`src/rtl/mlnps_pkg.sv`:
```
`default_nettype none
package mlnps_pkg;

   localparam int MAX_HELD = 16;
   localparam int IDX_W    = (MAX_HELD > 1) ? $clog2(MAX_HELD) : 1;
   localparam int CNT_W    = $clog2(MAX_HELD + 1);

   localparam int NOTE_W   = 7;
   localparam int VEL_W    = 16;
   localparam int VOUT_W   = 15;
   localparam int TOTAL_W  = 5;

   localparam logic [VOUT_W-1:0] VEL_FULL = VOUT_W'(16384);

   localparam logic MODE_ON  = 1'b0;
   localparam logic MODE_OFF = 1'b1;

   typedef enum logic [1:0] {
      ST_IDLE,
      ST_SCAN,
      ST_FINISH
   } state_type;

   typedef struct packed {
      logic load;
      logic scan;
      logic finish;
   } cmd_type;

   typedef struct packed {
      logic scan_done;
   } status_type;

endpackage
`default_nettype wire

```
`src/rtl/mlnps_ram.sv`:
```
`default_nettype none
module mlnps_ram #(
   parameter int WIDTH = 8,
   parameter int DEPTH = 16,
   localparam int AW = (DEPTH > 1) ? $clog2(DEPTH) : 1
) (
   input  wire logic             clock,
   input  wire logic             wr_en,
   input  wire logic [AW-1:0]    wr_addr,
   input  wire logic [WIDTH-1:0] wr_data,
   input  wire logic             rd_en,
   input  wire logic [AW-1:0]    rd_addr,
   output logic      [WIDTH-1:0] rd_data
);

   logic [WIDTH-1:0] mem_ff [DEPTH];
   logic [WIDTH-1:0] rd_data_ff;

   always_ff @(posedge clock) begin
      if (wr_en) begin
         mem_ff[wr_addr] <= wr_data;
      end
      if (rd_en) begin
         rd_data_ff <= mem_ff[rd_addr];
      end
   end

   assign rd_data = rd_data_ff;

endmodule
`default_nettype wire

```
`src/rtl/mlnps_ctrl.sv`:
```
`default_nettype none
module mlnps_ctrl (
   input  wire logic                 clock,
   input  wire logic                 reset,
   input  wire logic                 req_valid,
   output logic                      req_stall,
   output logic                      rsp_valid,
   input  wire logic                 rsp_stall,
   output mlnps_pkg::cmd_type        cmd,
   input  wire mlnps_pkg::status_type status
);

   mlnps_pkg::state_type state_ff, state_in;
   logic rsp_valid_ff, rsp_valid_in;
   logic out_free;

   assign out_free = !rsp_valid_ff || !rsp_stall;

   always_comb begin
      state_in = state_ff;
      unique case (state_ff)
         mlnps_pkg::ST_IDLE: begin
            if (req_valid) begin
               state_in = mlnps_pkg::ST_SCAN;
            end
         end
         mlnps_pkg::ST_SCAN: begin
            if (status.scan_done) begin
               state_in = mlnps_pkg::ST_FINISH;
            end
         end
         mlnps_pkg::ST_FINISH: begin
            if (out_free) begin
               state_in = mlnps_pkg::ST_IDLE;
            end
         end
         default: state_in = mlnps_pkg::ST_IDLE;
      endcase
   end

   always_comb begin
      cmd       = '0;
      req_stall = 1'b1;
      unique case (state_ff)
         mlnps_pkg::ST_IDLE: begin
            req_stall = 1'b0;
            cmd.load  = req_valid;
         end
         mlnps_pkg::ST_SCAN: begin
            cmd.scan = 1'b1;
         end
         mlnps_pkg::ST_FINISH: begin
            cmd.finish = out_free;
         end
         default: begin
            req_stall = 1'b1;
         end
      endcase
   end

   assign rsp_valid_in = cmd.finish || (rsp_valid_ff && rsp_stall);

   always_ff @(posedge clock) begin
      if (reset) begin
         state_ff     <= mlnps_pkg::ST_IDLE;
         rsp_valid_ff <= 1'b0;
      end else begin
         state_ff     <= state_in;
         rsp_valid_ff <= rsp_valid_in;
      end
   end

   assign rsp_valid = rsp_valid_ff;

endmodule
`default_nettype wire

```
`src/rtl/mlnps_dp.sv`:
```
`default_nettype none
module mlnps_dp (
   input  wire logic                                  clock,
   input  wire logic                                  reset,
   input  wire mlnps_pkg::cmd_type                    cmd,
   output mlnps_pkg::status_type                      status,
   input  wire logic                                  req_mode,
   input  wire logic        [mlnps_pkg::NOTE_W-1:0]   req_note,
   input  wire logic signed [mlnps_pkg::VEL_W-1:0]    req_velocity,
   input  wire logic                                  req_voice_active,
   output logic             [mlnps_pkg::NOTE_W-1:0]   rsp_sounding_note,
   output logic                                       rsp_note_valid,
   output logic             [mlnps_pkg::VOUT_W-1:0]   rsp_velocity_out,
   output logic                                       rsp_pitch_update,
   output logic                                       rsp_restart_phase,
   output logic                                       rsp_gate_on,
   output logic                                       rsp_gate_off,
   output logic             [mlnps_pkg::TOTAL_W-1:0]  rsp_held_total
);

   // latched transaction
   logic                                mode_ff;
   logic [mlnps_pkg::NOTE_W-1:0]        note_ff;
   logic [mlnps_pkg::VEL_W-1:0]         vel_ff;
   logic                                active_ff;

   // scan pointers
   logic [mlnps_pkg::CNT_W-1:0] rd_ptr_ff, rd_ptr_in;
   logic [mlnps_pkg::CNT_W-1:0] wr_ptr_ff, wr_ptr_in;
   logic                        pend_ff, pend_in;
   logic [mlnps_pkg::NOTE_W-1:0] last_ff, last_in;

   // voice state
   logic [mlnps_pkg::CNT_W-1:0]  count_ff, count_in;
   logic [mlnps_pkg::NOTE_W-1:0] cur_ff, cur_in;
   logic                         cur_valid_ff, cur_valid_in;
   logic [mlnps_pkg::VOUT_W-1:0] svel_ff, svel_in;

   // result flags
   logic pitch_in, restart_in, gon_in, goff_in;

   // memory port
   logic                         rd_ok;
   logic                         rd_en;
   logic [mlnps_pkg::NOTE_W-1:0] rd_data;
   logic                         scan_wr, finish_wr, wr_en;
   logic [mlnps_pkg::NOTE_W-1:0] wr_data;
   logic                         hit;
   logic [mlnps_pkg::VOUT_W-1:0] vel_clamped;

   assign rd_ok   = rd_ptr_ff < count_ff;
   assign rd_en   = cmd.scan && rd_ok;
   assign scan_wr = cmd.scan && pend_ff && (rd_data != note_ff);
   assign finish_wr = cmd.finish && (mode_ff == mlnps_pkg::MODE_ON)
                      && (wr_ptr_ff < mlnps_pkg::CNT_W'(mlnps_pkg::MAX_HELD));
   assign wr_en   = scan_wr || finish_wr;
   assign wr_data = scan_wr ? rd_data : note_ff;

   assign status.scan_done = (rd_ptr_ff == count_ff) && !pend_ff;

   mlnps_ram #(
      .WIDTH (mlnps_pkg::NOTE_W),
      .DEPTH (mlnps_pkg::MAX_HELD)
   ) u_held (
      .clock   (clock),
      .wr_en   (wr_en),
      .wr_addr (wr_ptr_ff[mlnps_pkg::IDX_W-1:0]),
      .wr_data (wr_data),
      .rd_en   (rd_en),
      .rd_addr (rd_ptr_ff[mlnps_pkg::IDX_W-1:0]),
      .rd_data (rd_data)
   );

   always_comb begin
      rd_ptr_in = rd_ptr_ff;
      wr_ptr_in = wr_ptr_ff;
      pend_in   = 1'b0;
      last_in   = last_ff;
      if (cmd.load) begin
         rd_ptr_in = '0;
         wr_ptr_in = '0;
      end else if (cmd.scan) begin
         pend_in = rd_ok;
         if (rd_ok) begin
            rd_ptr_in = rd_ptr_ff + 1'b1;
         end
         if (scan_wr) begin
            wr_ptr_in = wr_ptr_ff + 1'b1;
            last_in   = rd_data;
         end
      end
   end

   always_comb begin
      if (vel_ff[mlnps_pkg::VEL_W-1]) begin
         vel_clamped = '0;
      end else if (vel_ff[mlnps_pkg::VEL_W-2:0] > mlnps_pkg::VEL_FULL) begin
         vel_clamped = mlnps_pkg::VEL_FULL;
      end else begin
         vel_clamped = vel_ff[mlnps_pkg::VOUT_W-1:0];
      end
   end

   assign hit = cur_valid_ff && (cur_ff == note_ff);

   always_comb begin
      count_in     = count_ff;
      cur_in       = cur_ff;
      cur_valid_in = cur_valid_ff;
      svel_in      = svel_ff;
      pitch_in     = 1'b0;
      restart_in   = 1'b0;
      gon_in       = 1'b0;
      goff_in      = 1'b0;
      if (cmd.finish) begin
         if (mode_ff == mlnps_pkg::MODE_ON) begin
            count_in     = finish_wr ? wr_ptr_ff + 1'b1 : wr_ptr_ff;
            cur_in       = note_ff;
            cur_valid_in = 1'b1;
            svel_in      = vel_clamped;
            pitch_in     = 1'b1;
            restart_in   = !active_ff;
            gon_in       = 1'b1;
         end else begin
            count_in = wr_ptr_ff;
            if (wr_ptr_ff != '0) begin
               if (hit) begin
                  cur_in   = last_ff;
                  pitch_in = 1'b1;
               end
            end else if (hit || !cur_valid_ff) begin
               goff_in      = 1'b1;
               cur_valid_in = 1'b0;
               cur_in       = '0;
            end
         end
      end
   end

   always_ff @(posedge clock) begin
      if (reset) begin
         count_ff     <= '0;
         cur_ff       <= '0;
         cur_valid_ff <= 1'b0;
         svel_ff      <= '0;
         pend_ff      <= 1'b0;
         rd_ptr_ff    <= '0;
         wr_ptr_ff    <= '0;
      end else begin
         count_ff     <= count_in;
         cur_ff       <= cur_in;
         cur_valid_ff <= cur_valid_in;
         svel_ff      <= svel_in;
         pend_ff      <= pend_in;
         rd_ptr_ff    <= rd_ptr_in;
         wr_ptr_ff    <= wr_ptr_in;
      end
   end

   always_ff @(posedge clock) begin
      last_ff <= last_in;
      if (cmd.load) begin
         mode_ff   <= req_mode;
         note_ff   <= req_note;
         vel_ff    <= req_velocity;
         active_ff <= req_voice_active;
      end
      if (cmd.finish) begin
         rsp_sounding_note <= cur_valid_in ? cur_in : '0;
         rsp_note_valid    <= cur_valid_in;
         rsp_velocity_out  <= svel_in;
         rsp_pitch_update  <= pitch_in;
         rsp_restart_phase <= restart_in;
         rsp_gate_on       <= gon_in;
         rsp_gate_off      <= goff_in;
         rsp_held_total    <= mlnps_pkg::TOTAL_W'(count_in);
      end
   end

endmodule
`default_nettype wire

```
`src/rtl/mono_last_note_priority_stack.sv`:
```
// channel   dir  handshake              payload
// req_      in   req_valid / req_stall  mode, note, velocity, voice_active
// rsp_      out  rsp_valid / rsp_stall  sounding_note .. held_total
//
// a transaction is accepted in the idle state, then walks the held-note ram once to
// compact it, reading each held entry and writing back every entry that differs from
// the request note, then finishes and loads the output register
// a new request is taken while a finished response waits in the output register
// a finished transaction waits in its last cycle until the output register is free
// reset is synchronous, active high, and empties the stack and the voice state
`default_nettype none
module mono_last_note_priority_stack (
   input  wire logic                                  clock,
   input  wire logic                                  reset,
   input  wire logic                                  req_valid,
   output logic                                       req_stall,
   input  wire logic                                  req_mode,
   input  wire logic        [mlnps_pkg::NOTE_W-1:0]   req_note,
   input  wire logic signed [mlnps_pkg::VEL_W-1:0]    req_velocity,
   input  wire logic                                  req_voice_active,
   output logic                                       rsp_valid,
   input  wire logic                                  rsp_stall,
   output logic             [mlnps_pkg::NOTE_W-1:0]   rsp_sounding_note,
   output logic                                       rsp_note_valid,
   output logic             [mlnps_pkg::VOUT_W-1:0]   rsp_velocity_out,
   output logic                                       rsp_pitch_update,
   output logic                                       rsp_restart_phase,
   output logic                                       rsp_gate_on,
   output logic                                       rsp_gate_off,
   output logic             [mlnps_pkg::TOTAL_W-1:0]  rsp_held_total
);

   mlnps_pkg::cmd_type    cmd;
   mlnps_pkg::status_type status;

   mlnps_ctrl u_ctrl (
      .clock     (clock),
      .reset     (reset),
      .req_valid (req_valid),
      .req_stall (req_stall),
      .rsp_valid (rsp_valid),
      .rsp_stall (rsp_stall),
      .cmd       (cmd),
      .status    (status)
   );

   mlnps_dp u_dp (
      .clock             (clock),
      .reset             (reset),
      .cmd               (cmd),
      .status            (status),
      .req_mode          (req_mode),
      .req_note          (req_note),
      .req_velocity      (req_velocity),
      .req_voice_active  (req_voice_active),
      .rsp_sounding_note (rsp_sounding_note),
      .rsp_note_valid    (rsp_note_valid),
      .rsp_velocity_out  (rsp_velocity_out),
      .rsp_pitch_update  (rsp_pitch_update),
      .rsp_restart_phase (rsp_restart_phase),
      .rsp_gate_on       (rsp_gate_on),
      .rsp_gate_off      (rsp_gate_off),
      .rsp_held_total    (rsp_held_total)
   );

endmodule
`default_nettype wire

```
`config.mk`:
```
export PLATFORM = sky130hd
export DESIGN_NAME = mono_last_note_priority_stack
export DESIGN_NICKNAME = d
export VERILOG_FILES = /design/src/rtl/mlnps_pkg.sv /design/src/rtl/mlnps_ram.sv /design/src/rtl/mlnps_ctrl.sv /design/src/rtl/mlnps_dp.sv /design/src/rtl/mono_last_note_priority_stack.sv
export SDC_FILE = /design/constraint.sdc
export NUM_CORES = 1
export LEC_CHECK = 0
export BUFFER_PORTS_ARGS = -buffer_cell sky130_fd_sc_hd__buf_2
export CORE_MARGIN = 3
export CORE_UTILIZATION = 45
export CTS_CLUSTER_DIAMETER = 40
export DETAILED_ROUTE_END_ITERATION = 7
export GPL_ROUTABILITY_DRIVEN = 0
export SLEW_MARGIN = 20
export SYNTH_ARGS = -nofsm -noshare
export SYNTH_HDL_FRONTEND = slang
export SYNTH_HIERARCHICAL = 1
export SYNTH_SLANG_ARGS = --single-unit
```
`constraint.sdc`:
```
create_clock -name clock -period 7.2 [get_ports clock]
set_input_delay 0.36 -clock clock [delete_from_list [all_inputs] [get_ports clock]]
set_output_delay 0.36 -clock clock [all_outputs]
set_load 0.01 [all_outputs]
```
# --- Word-level counts from Yosys, hierarchy flattened ---
# Memories as Yosys holds them, arrays and structs flattened. A register that Yosys moved wholly into a read port is not among the register bits.
# Index checks and enable logic that the tools add are counted.
classes:
  addsub: 2
  eq_ne: 8
  magnitude_cmp: 3
  bitwise_logic: 3
  n_mux: 31
  reduce_logical: 26
op_table:
  columns: ["cell", "count"]
  rows:
  - ["15-bit 2-to-1 mux", 4]
  - ["7-bit 2-to-1 mux", 6]
  - ["15-bit > comparator, second input constant", 1]
  - ["5-bit 2-to-1 mux", 3]
  - ["1-bit 2-to-1 mux", 14]
  - ["5-bit by 1-bit adder with 5-bit output, second input constant", 2]
  - ["1-bit logical AND", 8]
  - ["7-bit == test", 1]
  - ["7-bit != test", 1]
  - ["2-bit 2-to-1 mux", 3]
  - ["2-bit one-hot mux with 3 select lines", 1]
  - ["3-bit AND reduction", 2]
  - ["5-bit == test", 1]
  - ["1-bit zero test", 5]
  - ["5-bit less-than comparator", 1]
  - ["5-bit less-than comparator, second input constant", 1]
  - ["5-bit nonzero test", 1]
  - ["1-bit logical OR", 4]
  - ["2-bit != test, second input constant", 2]
  - ["2-bit AND reduction", 2]
  - ["2-bit OR reduction", 2]
  - ["1-bit NOT", 3]
  - ["3-bit OR reduction", 1]
  - ["2-bit by 1-bit == test with 1-bit output, second input constant", 1]
  - ["other kinds (3)", 3]
word_totals:
  wordCells: 96
  n_memories: 1
  reg_bits: 106
  ramBits: 112
mem_list:
  columns: ["memory", "depth", "word_bits", "read_ports", "rd_ports_with_merged_regs", "wr", "line", "rtl"]
  rows:
  - ["u_dp.u_held.mem_ff", 16, 7, 1, 1, 1, "mlnps_ram.sv:16", "logic [WIDTH-1:0] mem_ff [DEPTH];"]

# --- Longest topological paths before layout ---
depth:
  ltp_word: 8
  mapped_depth: 8
  depth_no_buf: 7

# --- Hierarchy ---
# The synthesis kept the hierarchy.
by_module_without_submodules:
  columns: ["module", "cells_each", "area_each_um2", "instances", "seq_area_each_um2"]
  rows:
  - ["mlnps_ram", 203, 4600.7, 1, 3573.4]
  - ["mlnps_dp", 334, 4239.1, 1, 2702.6]
  - ["mlnps_ctrl", 18, 156.4, 1, 60.1]

# --- Worst setup path before layout ---
# Ideal clock, no wire load.
synth_path:
  path_kind: "register to register"
  start: "register u_ctrl.state_ff[0]"
  end: "memory u_dp/u_held/mem_ff[0][0] (netlist bit) (enable)"
  path_stages_with_launch: 9
  t_required_ns: 6.820
  synth_period_minus_slack_ns: 4.413
  setup_time_ns: 0.380
  path_slack_ns: 2.787
  arrival_ns: 4.033
  path_cell_list: "dfxtp_1 nand2b_1 a21oi_1 nand2b_1 buf_2 buf_1 o21bai_1 or3b_2 nor3_1"
synth_rtl:
  columns: ["element", "line", "rtl"]
  rows:
  - ["start: declaration", "mlnps_ctrl.sv:13", "mlnps_pkg::state_type state_ff, state_in;"]
  - ["start signal: assignment", "mlnps_ctrl.sv:65", "state_ff <= mlnps_pkg::ST_IDLE;"]
  - ["start signal: assignment", "mlnps_ctrl.sv:68", "state_ff <= state_in;"]
  - ["end: declaration", "mlnps_ram.sv:16", null]

==> results.json <==
{
  "outcome": "completed",
  "cp-start-kind": "flip-flop",
  "routed.top_layer": "met4",
  "start_util_pct": 46.1,
  "synth.net_count": 592,
  "grt_antenna_before_repair": 0,
  "synth_top_area_share_pct": 61.1,
  "nFillCells": 1519,
  "firstDrtPassIters": 5,
  "cts_tree": "done",
  "grt_pass1_wl_um": 28400,
  "min_path_type": "input pin to flip-flop",
  "core_area_um2": 19500,
  "p_per_area_nw_per_um2": 293,
  "crit_type": "flip-flop to flip-flop",
  "hold_viol": 0,
  "crit_top_cell": "nand2b_1",
  "finalCritPeriodShare_pct": 56.4,
  "ys_seq_area_share_pct": 70.4,
  "rows": 51,
  "fin_crit_ns": 4.06,
  "grtUsageTotal_pct": 16.4,
  "hold-worst-slack_ns": 0.114,
  "finalSetupViolations": 0,
  "cts.sinks": 225,
  "syn2layout_area_growth_pct": 21.3,
  "cp_data_required_time_ns": 7.36,
  "ctsHtreeMaxLevel": 1,
  "die-area_um2": 21700,
  "syn_area_um2": 9000,
  "cap_violations": 0,
  "tightest_slew_ns": 1.03,
  "synthDistinctLibCells": 60,
  "fin_skew_ns": 0.0135,
  "final_cell_mix": "edfxtp_1 (183), buf_2 (62), dfxtp_1 (42)",
  "drt-met1-wl_um": 7600,
  "synth_area_per_cell_um2": 16.2,
  "slew_headroom_pct": 30.8,
  "fmax_mhz": 246,
  "synth_ff_type": "edfxtp_1",
  "layout.nets": 692,
  "crit_chain": "nand2b_1, a21oi_4, buf_4, nand2b_1, o21bai_1, or3b_2, nor3_1",
  "synth_edf_count": 183,
  "drtIter0Drc": 303,
  "antennaDiodeCount": 0,
  "grt_max_degree": 56,
  "place_hpwl_um": 11800,
  "final_layout_size_suffix_gt1_share_pct": 22.5,
  "grt_overflow": 0,
  "ir_worst_vdd_mv": 0.234,
  "cp_top_family": "simple AND/OR/NAND/NOR gates",
  "io_buffer_count": 62,
  "drt-vias-per-instance": 5.41,
  "postPlaceCellArea_um2": 9540,
  "stdcell_area_um2": 10900,
  "crit_path_max_fanout": 55,
  "crit_arrival_ns": 4.22,
  "seqCellArea_um2": 6340,
  "slowest_delay_ns": 0.74,
  "cts_inserted_buffers": 31,
  "place_ws_ns": 3.09,
  "clk_latency_ns": 0.54,
  "die_w_um": 147,
  "setup-tns-final_ns": 0,
  "antenna_left": 0,
  "async_reset_ff_share_pct": 0,
  "multi_input_area_um2": 2470,
  "wl_per_cell_um": 18.9,
  "cellLeakagePower_uw": 0.00368,
  "slew_viol_final": 0,
  "ios": 63,
  "cp_slowest_cell": "nor3_1",
  "mostFrequentLayoutCell": "edfxtp_1",
  "synth_top_area_cell": "edfxtp_1",
  "cp-end-kind": "flip-flop",
  "drc": 0,
  "cp.buffers_inverters": 1,
  "rsz0062_at_grt": "no",
  "routed-wl-met3_um": 906,
  "num_vias": 5113,
  "synth_seq_cells": 225,
  "cts_buffer_depth": 3,
  "fp.dieH_um": 147,
  "ys_warn_count": 6,
  "postSynthCellCount": 555,
  "setup_slack_ns": 3.14,
  "routed_wl_um": 17900,
  "cts.clk_slew.worst_paths_ns": 0.05,
  "wl_met2_um": 8910,
  "post_cts_buffers": 0,
  "grt_pass1_vias": 5196,
  "root_buffer": "clkbuf_16",
  "synth.area.top_cells": "edfxtp_1 (61%), dfxtp_1 (9.3%), mux4_1 (5.0%)"
}
## worst min-delay path, delay by kind of cell
family	cells	cell delay [ns]
AO/OA/AOI/OAI	1	0.05
AND/OR/NAND/NOR	1	0.05
buffers and inverters	1	0.13
## power breakdown
part	switching (uW)	total (uW)	internal [uW]
sequential	20.7	1460	1440
clock	557	1600	1050
combinational	80.9	133	52.1
## kinds of logic after synthesis
logic type / synth area share [%]
flip-flops: 70.4
AND/OR/NAND/NOR: 8.90
AO/OA/AOI/OAI: 6.61
buffers and inverters: 2.18
multiplexers: 8.82
XOR/XNOR: 1.95
adder cells (fa/ha/maj): 1.11
## path summary, 6_finish.rpt
| check | endpoint | cells after the start | from | slack, ns |
|---|---|---|---|---|
| worst max-delay path | u_dp/u_held/mem_ff[0][4] | 7 | u_ctrl/state_ff[1] | 3.14 |
| worst min-delay path | u_ctrl/rsp_valid | 3 | rsp_stall | 0.11 |
| worst max register to register | u_dp/u_held/mem_ff[0][4] | 7 | u_ctrl/state_ff[1] | 3.14 |
| worst min register to register | u_dp/last_ff[6] | 0 | u_dp/u_held/rd_data[6] | 0.49 |
## synth_stat cells (2+ instances only)
cell and n:
edfxtp_1 183, dfxtp_1 42, nor2_1 35, nor2b_1 26, nand2_1 22, a21oi_1 20, a22oi_1 17, mux4_1 17
a22o_1 14, nand3_1 13, clkbuf_1 12, inv_1 12, xnor2_1 12, mux4_2 11, ha_1 8, nor3_1 8
xor2_1 8, buf_2 7, nor4_1 7, nand2b_1 6, o21ai_0 6, mux2_2 5, nand3b_1 5, nand4_1 5
or4_1 5, a211oi_1 3, a21boi_0 3, a221oi_2 3, o31ai_1 3, a211oi_2 2, a31oi_1 2, mux2_1 2
mux2i_1 2, nor3b_1 2, or3_4 2
## layout make-up
cell class / instances / area share, %
Sequential cell: 225 / 58.1
Multi-Input combinational cell: 293 / 22.7
Clock buffer: 38 / 7.64
Timing Repair Buffer: 92 / 5.48
Tap cell: 265 / 3.04
Clock inverter: 20 / 2.65
Inverter: 12 / 0.413
## state kept, by name, summed over array words and instances, names as in the netlist
register,cells
u_ctrl/rsp_valid,1
u_ctrl/state_ff,2
u_dp/active_ff,1
u_dp/count_ff,5
u_dp/cur_ff,7
u_dp/cur_valid_ff,1
u_dp/last_ff,7
u_dp/mode_ff,1
u_dp/note_ff,7
u_dp/pend_ff,1
u_dp/rd_ptr_ff,5
u_dp/rsp_gate_off,1
u_dp/rsp_gate_on,1
u_dp/rsp_held_total,5
u_dp/rsp_note_valid,1
u_dp/rsp_pitch_update,1
u_dp/rsp_restart_phase,1
u_dp/rsp_sounding_note,7
u_dp/rsp_velocity_out,15
u_dp/svel_ff,15
u_dp/u_held/mem_ff,112
u_dp/u_held/rd_data,7
u_dp/vel_ff,16
u_dp/wr_ptr_ff,5
## routing by layer
| metal | up-vias | track usage [%] |
|---|---|---|
| met4 | 0 | 5.41 |
| li1 | 2386 | - |
| met5 | - | 0 |
| met1 | 2548 | 21.3 |
| met2 | 138 | 28.3 |
| met3 | 41 | 2.67 |
## timing repair
action	in CTS	in global routing
hold endpoints to repair	25	0
gates resized for setup	0	0
hold buffers	25	0
setup endpoints to repair	0	0
## through the flow
step                      util (%)  instances  power, uW
after floorplan                  -        555       1560
after global placement        48.8        862       1610
after detailed placement      48.8        862       1610
after CTS                     55.9        945       3230
after global routing          55.9        945       3300
final                         55.9        945       3200
No activity file was read; power rests on OpenSTA's default activity.
